**config.mk**
```make
export PLATFORM = sky130hd
export DESIGN_NAME = fifo_replacement_id_set
export DESIGN_NICKNAME = d
export VERILOG_FILES = /design/src/rtl/fris_pkg.sv /design/src/rtl/fifo_replacement_id_set.sv /design/src/rtl/fris_ctrl.sv /design/src/rtl/fris_datapath.sv
export VERILOG_INCLUDE_DIRS = /design/src /design/src/rtl
export SDC_FILE = /design/constraint.sdc
export NUM_CORES = 2
export LEC_CHECK = 0
export BUFFER_PORTS_ARGS = -buffer_cell sky130_fd_sc_hd__buf_2
export CORE_UTILIZATION = 34
export DETAILED_ROUTE_END_ITERATION = 6
export GPL_TIMING_DRIVEN = 0
export HOLD_SLACK_MARGIN = 0.15
export PLACE_DENSITY = 0.56
export SKIP_LAST_GASP = 1
export SLEW_MARGIN = 20
export SYNTH_ARGS = -nofsm -noshare
export SYNTH_HDL_FRONTEND = slang
export SYNTH_SLANG_ARGS = --single-unit
```
**constraint.sdc**
```tcl
create_clock -name aclk -period 9.1 [get_ports aclk]
set_clock_uncertainty 0.05 [all_clocks]
set_input_delay 0 -clock aclk [delete_from_list [all_inputs] [get_ports aclk]]
set_output_delay 0 -clock aclk [all_outputs]
set_load 0.01 [all_outputs]
```
**src/rtl/fifo_replacement_id_set_assert.svh**
```systemverilog
// assertion macros shared by the fifo replacement id set modules
// no dependencies; take in with `include before use
`ifndef FIFO_REPLACEMENT_ID_SET_ASSERT_SVH
`define FIFO_REPLACEMENT_ID_SET_ASSERT_SVH

// antecedent holds -> consequent holds in the same cycle
`define FRIS_ASSERT_NOW(label, clk, rstn, ante, cons, msg) \
    label: assert property (@(posedge clk) disable iff (!(rstn)) (ante) |-> (cons)) \
        else $error(msg);

// antecedent holds -> consequent holds in the next cycle
`define FRIS_ASSERT_NEXT(label, clk, rstn, ante, cons, msg) \
    label: assert property (@(posedge clk) disable iff (!(rstn)) (ante) |=> (cons)) \
        else $error(msg);

`endif

```
**src/rtl/fris_pkg.sv**
```systemverilog
// shared types and constants of the fifo replacement id set
// no dependencies
package fris_pkg;

    localparam int ID_W      = 32;
    localparam int CAP_W     = 7;
    localparam int OCC_W     = 7;
    localparam logic [CAP_W-1:0] CAP_RESET = 7'd64;

    localparam logic CMD_ACCESS  = 1'b0;
    localparam logic CMD_DUMP    = 1'b1;
    localparam logic KIND_ACCESS = 1'b0;
    localparam logic KIND_DUMP   = 1'b1;

    typedef struct packed {
        logic take;
        logic start_search;
        logic start_dump;
        logic step;
        logic load_hit;
        logic load_miss;
        logic load_dump;
        logic load_empty;
        logic clear_store;
    } cmd_t;

    typedef struct packed {
        logic held_zero;
        logic remain_one;
        logic match;
        logic out_free;
    } stat_t;

endpackage

```
**src/rtl/fifo_replacement_id_set.sv**
```systemverilog
// top level of the fifo replacement id set (fifo cache tag store)
// depends on fris_pkg, fris_ctrl and fris_datapath
//
// channel   direction  handshake          payload
// s_        in         s_valid / s_ready  s_command, s_ident
// m_        out        m_valid / m_ready  kind, hit, evicted, entry, occupancy, last
// cfg_      in         cfg_wr_en          cfg_wr_data (capacity)
//
// an access skips the search on an empty store, else ends at a match or the last entry:
// the ring memory has one read port, so entries are compared one per cycle, oldest first
// a dump gives one result per cycle while the output register is free
// reset empties the store at once through the count and pointers; no clearing pass
// a stalled output register holds the controller in its result state; s_ready is idle only
module fifo_replacement_id_set #(
    parameter int MAX_ENTRIES = 64
) (
    input  logic                              aclk,
    input  logic                              aresetn,
    input  logic                              cfg_wr_en,
    input  logic [fris_pkg::CAP_W-1:0]        cfg_wr_data,
    input  logic                              s_valid,
    output logic                              s_ready,
    input  logic                              s_command,
    input  logic [fris_pkg::ID_W-1:0]         s_ident,
    output logic                              m_valid,
    input  logic                              m_ready,
    output logic                              m_kind,
    output logic                              m_hit,
    output logic                              m_evicted_valid,
    output logic [fris_pkg::ID_W-1:0]         m_evicted_ident,
    output logic                              m_entry_valid,
    output logic [fris_pkg::ID_W-1:0]         m_entry_ident,
    output logic [fris_pkg::OCC_W-1:0]        m_occupancy,
    output logic                              m_last
);

    fris_pkg::cmd_t  cmd;
    fris_pkg::stat_t stat;

    fris_ctrl u_ctrl (
        .aclk      (aclk),
        .aresetn   (aresetn),
        .s_valid   (s_valid),
        .s_command (s_command),
        .s_ready   (s_ready),
        .stat      (stat),
        .cmd       (cmd)
    );

    fris_datapath #(
        .MAX_ENTRIES (MAX_ENTRIES)
    ) u_datapath (
        .aclk            (aclk),
        .aresetn         (aresetn),
        .cfg_wr_en       (cfg_wr_en),
        .cfg_wr_data     (cfg_wr_data),
        .s_ident         (s_ident),
        .cmd             (cmd),
        .stat            (stat),
        .m_valid         (m_valid),
        .m_ready         (m_ready),
        .m_kind          (m_kind),
        .m_hit           (m_hit),
        .m_evicted_valid (m_evicted_valid),
        .m_evicted_ident (m_evicted_ident),
        .m_entry_valid   (m_entry_valid),
        .m_entry_ident   (m_entry_ident),
        .m_occupancy     (m_occupancy),
        .m_last          (m_last)
    );

endmodule

```
**src/rtl/fris_ctrl.sv**
```systemverilog
// controller state machine of the fifo replacement id set
// depends on fris_pkg and fifo_replacement_id_set_assert.svh
`include "fifo_replacement_id_set_assert.svh"

module fris_ctrl (
    input  logic              aclk,
    input  logic              aresetn,
    input  logic              s_valid,
    input  logic              s_command,
    output logic              s_ready,
    input  fris_pkg::stat_t   stat,
    output fris_pkg::cmd_t    cmd
);

    typedef enum logic [5:0] {
        ST_IDLE       = 6'b000001,
        ST_SEARCH     = 6'b000010,
        ST_ACC_HIT    = 6'b000100,
        ST_ACC_MISS   = 6'b001000,
        ST_DUMP       = 6'b010000,
        ST_DUMP_EMPTY = 6'b100000
    } state_t;

    state_t state_reg, state_next;

    assign s_ready = (state_reg == ST_IDLE);

    always_comb begin
        state_next = state_reg;
        cmd        = '0;
        unique case (state_reg)
            ST_IDLE: begin
                if (s_valid) begin
                    cmd.take = 1'b1;
                    if (s_command == fris_pkg::CMD_DUMP) begin
                        if (stat.held_zero) begin
                            state_next = ST_DUMP_EMPTY;
                        end else begin
                            cmd.start_dump = 1'b1;
                            state_next     = ST_DUMP;
                        end
                    end else begin
                        if (stat.held_zero) begin
                            state_next = ST_ACC_MISS;
                        end else begin
                            cmd.start_search = 1'b1;
                            state_next       = ST_SEARCH;
                        end
                    end
                end
            end
            ST_SEARCH: begin
                if (stat.match) begin
                    state_next = ST_ACC_HIT;
                end else if (stat.remain_one) begin
                    state_next = ST_ACC_MISS;
                end else begin
                    cmd.step = 1'b1;
                end
            end
            ST_ACC_HIT: begin
                if (stat.out_free) begin
                    cmd.load_hit = 1'b1;
                    state_next   = ST_IDLE;
                end
            end
            ST_ACC_MISS: begin
                if (stat.out_free) begin
                    cmd.load_miss = 1'b1;
                    state_next    = ST_IDLE;
                end
            end
            ST_DUMP: begin
                if (stat.out_free) begin
                    cmd.load_dump = 1'b1;
                    if (stat.remain_one) begin
                        cmd.clear_store = 1'b1;
                        state_next      = ST_IDLE;
                    end else begin
                        cmd.step = 1'b1;
                    end
                end
            end
            ST_DUMP_EMPTY: begin
                if (stat.out_free) begin
                    cmd.load_empty  = 1'b1;
                    cmd.clear_store = 1'b1;
                    state_next      = ST_IDLE;
                end
            end
            default: begin
                state_next = ST_IDLE;
            end
        endcase
    end

    always_ff @(posedge aclk) begin
        if (!aresetn) begin
            state_reg <= ST_IDLE;
        end else begin
            state_reg <= state_next;
        end
    end

    `FRIS_ASSERT_NOW(a_load_only_when_free, aclk, aresetn, cmd.load_hit || cmd.load_miss || cmd.load_dump || cmd.load_empty, stat.out_free, "result loaded while output busy")
    `FRIS_ASSERT_NOW(a_no_step_past_end, aclk, aresetn, cmd.step, !stat.remain_one, "scan stepped past the last entry")
    `FRIS_ASSERT_NEXT(a_take_leaves_idle, aclk, aresetn, cmd.take, !s_ready, "accepted item did not start work")

endmodule

```
**src/rtl/fris_datapath.sv**
```systemverilog
// datapath of the fifo replacement id set: ident ring memory, pointers, output register
// depends on fris_pkg and fifo_replacement_id_set_assert.svh
`include "fifo_replacement_id_set_assert.svh"

module fris_datapath #(
    parameter int MAX_ENTRIES = 64
) (
    input  logic                              aclk,
    input  logic                              aresetn,
    input  logic                              cfg_wr_en,
    input  logic [fris_pkg::CAP_W-1:0]        cfg_wr_data,
    input  logic [fris_pkg::ID_W-1:0]         s_ident,
    input  fris_pkg::cmd_t                    cmd,
    output fris_pkg::stat_t                   stat,
    output logic                              m_valid,
    input  logic                              m_ready,
    output logic                              m_kind,
    output logic                              m_hit,
    output logic                              m_evicted_valid,
    output logic [fris_pkg::ID_W-1:0]         m_evicted_ident,
    output logic                              m_entry_valid,
    output logic [fris_pkg::ID_W-1:0]         m_entry_ident,
    output logic [fris_pkg::OCC_W-1:0]        m_occupancy,
    output logic                              m_last
);

    localparam int PTR_W = (MAX_ENTRIES > 1) ? $clog2(MAX_ENTRIES) : 1;
    localparam int CNT_W = $clog2(MAX_ENTRIES + 1);
    localparam logic [PTR_W-1:0] PTR_LAST = PTR_W'(MAX_ENTRIES - 1);
    localparam logic [fris_pkg::CAP_W-1:0] CAP_MAX = fris_pkg::CAP_W'(MAX_ENTRIES);

    function automatic logic [PTR_W-1:0] ptr_inc(input logic [PTR_W-1:0] p);
        ptr_inc = (p == PTR_LAST) ? '0 : p + PTR_W'(1);
    endfunction

    function automatic logic [PTR_W-1:0] ptr_dec(input logic [PTR_W-1:0] p);
        ptr_dec = (p == '0) ? PTR_LAST : p - PTR_W'(1);
    endfunction

    logic [fris_pkg::ID_W-1:0] ring_mem [MAX_ENTRIES];

    logic [fris_pkg::CAP_W-1:0] capacity_reg;
    logic [PTR_W-1:0]           oldest_reg, oldest_next;
    logic [PTR_W-1:0]           tail_reg, tail_next;
    logic [CNT_W-1:0]           held_reg, held_next;
    logic [PTR_W-1:0]           scan_ptr_reg, scan_ptr_next;
    logic [CNT_W-1:0]           remain_reg, remain_next;
    logic                       down_reg, down_next;
    logic                       first_reg, first_next;
    logic [fris_pkg::ID_W-1:0]  ident_reg;
    logic [fris_pkg::ID_W-1:0]  evict_id_reg;
    logic [fris_pkg::ID_W-1:0]  rd_data_reg;

    logic                       m_valid_reg;
    logic                       m_kind_reg, m_hit_reg, m_evicted_valid_reg;
    logic                       m_entry_valid_reg, m_last_reg;
    logic [fris_pkg::ID_W-1:0]  m_evicted_ident_reg, m_entry_ident_reg;
    logic [fris_pkg::OCC_W-1:0] m_occupancy_reg;

    logic [fris_pkg::CAP_W-1:0] eff_cap;
    logic [PTR_W-1:0]           newest;
    logic [PTR_W-1:0]           rd_addr;
    logic                       rd_en;
    logic                       evict;
    logic                       out_free;

    assign eff_cap = (capacity_reg == '0) ? fris_pkg::CAP_W'(1) :
                     ((capacity_reg > CAP_MAX) ? CAP_MAX : capacity_reg);
    assign newest   = ptr_dec(tail_reg);
    assign evict    = (fris_pkg::CAP_W'(held_reg) >= eff_cap);
    assign out_free = !m_valid_reg || m_ready;
    assign rd_en    = cmd.start_search || cmd.start_dump || cmd.step;

    always_comb begin
        if (cmd.start_search) begin
            rd_addr = oldest_reg;
        end else if (cmd.start_dump) begin
            rd_addr = newest;
        end else begin
            rd_addr = scan_ptr_reg;
        end
    end

    assign stat.held_zero  = (held_reg == '0);
    assign stat.remain_one = (remain_reg == CNT_W'(1));
    assign stat.match      = (rd_data_reg == ident_reg);
    assign stat.out_free   = out_free;

    // scan control and store pointers
    always_comb begin
        scan_ptr_next = scan_ptr_reg;
        remain_next   = remain_reg;
        down_next     = down_reg;
        first_next    = first_reg;
        oldest_next   = oldest_reg;
        tail_next     = tail_reg;
        held_next     = held_reg;
        if (cmd.start_search) begin
            scan_ptr_next = ptr_inc(oldest_reg);
            remain_next   = held_reg;
            down_next     = 1'b0;
            first_next    = 1'b1;
        end else if (cmd.start_dump) begin
            scan_ptr_next = ptr_dec(newest);
            remain_next   = held_reg;
            down_next     = 1'b1;
            first_next    = 1'b1;
        end else if (cmd.step) begin
            scan_ptr_next = down_reg ? ptr_dec(scan_ptr_reg) : ptr_inc(scan_ptr_reg);
            remain_next   = remain_reg - CNT_W'(1);
            first_next    = 1'b0;
        end
        if (cmd.load_miss) begin
            tail_next = ptr_inc(tail_reg);
            if (evict) begin
                oldest_next = ptr_inc(oldest_reg);
            end else begin
                held_next = held_reg + CNT_W'(1);
            end
        end
        if (cmd.clear_store || cfg_wr_en) begin
            oldest_next = '0;
            tail_next   = '0;
            held_next   = '0;
        end
    end

    always_ff @(posedge aclk) begin
        if (!aresetn) begin
            capacity_reg <= fris_pkg::CAP_RESET;
            oldest_reg   <= '0;
            tail_reg     <= '0;
            held_reg     <= '0;
            scan_ptr_reg <= '0;
            remain_reg   <= '0;
            down_reg     <= 1'b0;
            first_reg    <= 1'b0;
        end else begin
            if (cfg_wr_en) begin
                capacity_reg <= cfg_wr_data;
            end
            oldest_reg   <= oldest_next;
            tail_reg     <= tail_next;
            held_reg     <= held_next;
            scan_ptr_reg <= scan_ptr_next;
            remain_reg   <= remain_next;
            down_reg     <= down_next;
            first_reg    <= first_next;
        end
    end

    // ring memory: one write port, one registered read port
    always_ff @(posedge aclk) begin
        if (cmd.load_miss) begin
            ring_mem[tail_reg] <= ident_reg;
        end
        if (rd_en) begin
            rd_data_reg <= ring_mem[rd_addr];
        end
    end

    always_ff @(posedge aclk) begin
        if (cmd.take) begin
            ident_reg <= s_ident;
        end
        // the first entry read in a search is the oldest
        if (first_reg) begin
            evict_id_reg <= rd_data_reg;
        end
    end

    // output register
    always_ff @(posedge aclk) begin
        if (!aresetn) begin
            m_valid_reg <= 1'b0;
        end else if (cmd.load_hit || cmd.load_miss || cmd.load_dump || cmd.load_empty) begin
            m_valid_reg <= 1'b1;
        end else if (m_ready) begin
            m_valid_reg <= 1'b0;
        end
    end

    always_ff @(posedge aclk) begin
        if (cmd.load_hit) begin
            m_kind_reg          <= fris_pkg::KIND_ACCESS;
            m_hit_reg           <= 1'b1;
            m_evicted_valid_reg <= 1'b0;
            m_evicted_ident_reg <= '0;
            m_entry_valid_reg   <= 1'b0;
            m_entry_ident_reg   <= '0;
            m_occupancy_reg     <= fris_pkg::OCC_W'(held_reg);
            m_last_reg          <= 1'b1;
        end else if (cmd.load_miss) begin
            m_kind_reg          <= fris_pkg::KIND_ACCESS;
            m_hit_reg           <= 1'b0;
            m_evicted_valid_reg <= evict;
            m_evicted_ident_reg <= evict ? evict_id_reg : '0;
            m_entry_valid_reg   <= 1'b0;
            m_entry_ident_reg   <= '0;
            m_occupancy_reg     <= fris_pkg::OCC_W'(held_next);
            m_last_reg          <= 1'b1;
        end else if (cmd.load_dump) begin
            m_kind_reg          <= fris_pkg::KIND_DUMP;
            m_hit_reg           <= 1'b0;
            m_evicted_valid_reg <= 1'b0;
            m_evicted_ident_reg <= '0;
            m_entry_valid_reg   <= 1'b1;
            m_entry_ident_reg   <= rd_data_reg;
            m_occupancy_reg     <= fris_pkg::OCC_W'(held_reg);
            m_last_reg          <= (remain_reg == CNT_W'(1));
        end else if (cmd.load_empty) begin
            m_kind_reg          <= fris_pkg::KIND_DUMP;
            m_hit_reg           <= 1'b0;
            m_evicted_valid_reg <= 1'b0;
            m_evicted_ident_reg <= '0;
            m_entry_valid_reg   <= 1'b0;
            m_entry_ident_reg   <= '0;
            m_occupancy_reg     <= '0;
            m_last_reg          <= 1'b1;
        end
    end

    assign m_valid         = m_valid_reg;
    assign m_kind          = m_kind_reg;
    assign m_hit           = m_hit_reg;
    assign m_evicted_valid = m_evicted_valid_reg;
    assign m_evicted_ident = m_evicted_ident_reg;
    assign m_entry_valid   = m_entry_valid_reg;
    assign m_entry_ident   = m_entry_ident_reg;
    assign m_occupancy     = m_occupancy_reg;
    assign m_last          = m_last_reg;

    `FRIS_ASSERT_NOW(a_held_within_cap, aclk, aresetn, 1'b1, fris_pkg::CAP_W'(held_reg) <= eff_cap, "held count above capacity")
    `FRIS_ASSERT_NEXT(a_clear_empties, aclk, aresetn, cmd.clear_store || cfg_wr_en, held_reg == '0, "store not empty after clear")
    `FRIS_ASSERT_NEXT(a_load_shows_valid, aclk, aresetn, cmd.load_hit || cmd.load_miss || cmd.load_dump || cmd.load_empty, m_valid_reg, "loaded item not presented")

endmodule

```
==> flow_summary_export.csv <==
group,metric,value,unit
outcome,run_status,"finished, final reports clean",
logic_synthesis,synth_cell_types,58,
cells_and_area,final.fill_count,24217,
logic_synthesis,yosys.area.top_type,"sky130_fd_sc_hd__edfxtp_1",
place,post_detail_place_hpwl,205.2,mm
cells_and_area,flow.area_growth_from_synthesis,19.25,%
cts,numCtsBuffers,217,
cells_and_area,layout_commonest_cell,"sky130_fd_sc_hd__edfxtp_1",
timing,finalMaxSlewViolations,0,
logic_synthesis,synth-edff-count,2151,
die,floorplan.rows,188,
cts,clockBufferDepth,3,
logic_synthesis,yosysWarningCount,0,
timing,timing.final.crit_period,6.698,ns
die,coreArea,262300,um^2
grt,global_route.overflow_total,0,
detailed_routing,antenna_violating_nets_left,0,
grt,first_global_vias,56661,
logic_synthesis,post-synth-top-area-fraction,0.7205,
cells_and_area,multi_input_area,21060,um^2
worst_setup_path,critPathArrivalTime,7.32,ns
worst_setup_path,setup.worst_path.class,"flip-flop to flip-flop",
worst_setup_path,timing.critical_path.to_type,"flip-flop",
die,start_util,0.3418,
place,detailed_place.area,99030,um^2
worst_setup_path,worst_setup_path_start_kind,"flip-flop",
cells_and_area,post-route-cell-area,106900,um^2
timing,tightest_slew,1.162,ns
detailed_routing,vias_per_cell,5.247,
detailed_routing,wirelength,284.5,mm
grt,globalRouteTotalUtil,0.2102,
timing,worst_slew_margin_rel,0.2251,
logic_synthesis,ffs_w_async_s_r_synth,0,
cts,clk_root_buffer_cell,"sky130_fd_sc_hd__clkbuf_16",
logic_synthesis,syn_avg_cell_area,12.75,um^2
timing,finalSetupViolations,0,
cts,ctsHtreeMaxLevel,4,
timing,setup_total_negative_slack,0,ns
worst_setup_path,critical_path_required,9.72,ns
detailed_routing,drc,0,
power_and_ir_drop,power_leakage,0.03683,uW
cts,clkSlewWorstSetupHoldPaths,0.06,ns
logic_synthesis,synth_area,89640,um^2
logic_synthesis,netlist_top_cells_area,"sky130_fd_sc_hd__edfxtp_1 (72%), sky130_fd_sc_hd__nand2_1 (8.8%), sky130_fd_sc_hd__nand3_1 (7.2%)",
cells_and_area,seq_area,66940,um^2
grt,wire_length_of_the_first_global_routing_pass,402.4,mm
power_and_ir_drop,power_density,205.3,nW/um^2
cts,worst_skew_pair_later_pin_latency,0.88,ns
timing,rsz_0062_raised_after_global_routing,"no",
die,die_height,515.5,um
cts,cts_repair_resize_count,0,
cts,clock-sinks,2268,
place,port_buffers,122,
cts,tritoncts,"done",
logic_synthesis,netlist_instances,7031,
timing,post_route_clock_period_utilization,0.7361,
run,max_cap_violations,0,
logic_synthesis,synthFlopType,"sky130_fd_sc_hd__edfxtp_1",
hold_path,hp-class,"input port to flip-flop",
cells_and_area,drive_above_1_share,0.1192,
grt,grt_max_degree,32,
cells_and_area,max_flop_register,"u_datapath.ring_mem",
logic_synthesis,synth.net_count,7101,
logic_synthesis,ys_ff_latch,2268,
grt,grt_antenna_before_repair,27,
place,gp_congestion,0.9284,
die,die_area,265700,um^2
logic_synthesis,yosysSeqAreaShare,0.7467,
power_and_ir_drop,vdd.ir_drop.worst,0.0002187,V
detailed_routing,wire_per_inst,24.99,um
die,io_pins,123,
die,die_x_extent,515.5,um
timing,hold_viol,0,
detailed_routing,initialDrtViolationCount,7622,
timing,max_clock_freq,149.3,MHz
detailed_routing,vias,59725,
cells_and_area,layout.cells.most_common_list,"sky130_fd_sc_hd__edfxtp_1 (2151), sky130_fd_sc_hd__nand2_1 (2100), sky130_fd_sc_hd__nand3_1 (1295)",
worst_setup_path,worst_path_fanout_max,10,
cells_and_area,max_ffs_per_register,2048,
cells_and_area,layout_nets,7741,
detailed_routing,drtPass1Iterations,6,
[logic make-up (layout without fill, tap and decap cells)]
logic type | after synthesis | after routing | share of synthesized area
and+or+nand+nor | 3757 | 3757 | 0.1823
DFF | 2268 | 2268 | 0.7467
buffers and inverters | 478 | 1300 | 0.02415
AOI/OAI and AO/OA | 410 | 410 | 0.03394
xor gates and xnor gates | 68 | 68 | 0.006644
adders and majority gates | 26 | 26 | 0.003601
muxes | 24 | 24 | 0.002708
other | 0 | 14 | 0
[Yosys cell counts, types with 34 or more instances]
master	instances
sky130_fd_sc_hd__nand4_1	70
sky130_fd_sc_hd__buf_2	212
sky130_fd_sc_hd__and3_1	67
sky130_fd_sc_hd__nand2_1	2104
sky130_fd_sc_hd__edfxtp_1	2151
sky130_fd_sc_hd__a32oi_1	66
sky130_fd_sc_hd__dfxtp_1	117
sky130_fd_sc_hd__xor2_1	49
sky130_fd_sc_hd__clkbuf_1	205
sky130_fd_sc_hd__a31oi_1	133
sky130_fd_sc_hd__nor2_1	120
sky130_fd_sc_hd__or3_1	34
sky130_fd_sc_hd__a22o_1	97
sky130_fd_sc_hd__nand3_1	1298
[critical path, stage by stage, from the launching register on]
cell and delay (ns):
sky130_fd_sc_hd__dfxtp_1 0.43, sky130_fd_sc_hd__clkbuf_1 0.46, sky130_fd_sc_hd__inv_1 0.15, sky130_fd_sc_hd__ha_1 0.47, sky130_fd_sc_hd__a21oi_1 0.13, sky130_fd_sc_hd__mux2i_1 0.82
sky130_fd_sc_hd__buf_2 0.69, sky130_fd_sc_hd__clkbuf_1 0.60, sky130_fd_sc_hd__clkbuf_1 0.82, sky130_fd_sc_hd__buf_2 0.40, sky130_fd_sc_hd__nand2_1 0.09, sky130_fd_sc_hd__nand3_1 0.08
sky130_fd_sc_hd__nand3_1 0.26, sky130_fd_sc_hd__a31oi_1 0.64, sky130_fd_sc_hd__or3_1 0.34
[path summary, 6_finish.rpt]
| kind | depth (start not counted) | endpoint | slack, ns | from |
|---|---|---|---|---|
| worst min-delay path | 4 | u_ctrl.state_reg[2] | 0.26 | aresetn |
| worst max-delay path | 14 | u_datapath.rd_data_reg[19] | 2.40 | u_datapath.tail_reg[0] |
| worst min register to register | 1 | u_datapath.m_evicted_ident[23] | 0.40 | u_datapath.evict_id_reg[23] |
| worst max register to register | 14 | u_datapath.rd_data_reg[19] | 2.40 | u_datapath.tail_reg[0] |
[where the power goes]
group | switching (uW) | total [uW] | internal, uW
Combinational | 891 | 1300 | 410
Clock | 3940 | 8830 | 4890
Sequential | 105 | 11800 | 11700
Total | 4930 | 21900 | 17000
[layer usage]
layer,share of wire,vias to the layer above,GRT usage
met5,0.0010,-,0
met2,0.43,2637,0.3104
met1,0.43,29751,0.2979
met3,0.10,401,0.05687
met4,0.033,20,0.06862
li1,-,26916,-
[stage by stage]
stage	power, uW	cells	hold slack [ns]	setup WS (ns)	utilization
2_1_floorplan	12430	7031	0.04887	5.349	-
3_3_place_gp	13040	10668	0.1263	2.526	0.3609
3_5_place_dp	13270	10865	0.1281	2.595	0.3776
4_1_cts	22010	11368	0.1928	2.579	0.4075
5_1_grt	22490	11373	0.2731	2.303	0.4075
6_report	21950	11382	0.2588	2.402	0.4076
[repair_timing]
action | CTS | global route
hold endpoints to repair | 119 | 0
setup buffers | 0 | 0
hold buffers | 102 | 0
[area by class of cell]
| cell class | instances | share of cell area |
|---|---|---|
| flip-flops and latches | 2268 | 0.6261 |
| multi-input cells | 4285 | 0.1970 |
| clock buffers | 285 | 0.05456 |
| repair buffers | 421 | 0.05139 |
| well taps | 3515 | 0.04114 |
| plain buffers | 459 | 0.01962 |
| clock inverters | 116 | 0.009223 |
| inverters | 19 | 0.0006671 |
| diodes | 14 | 0.0003277 |
(Power assumes the default switching activity.)
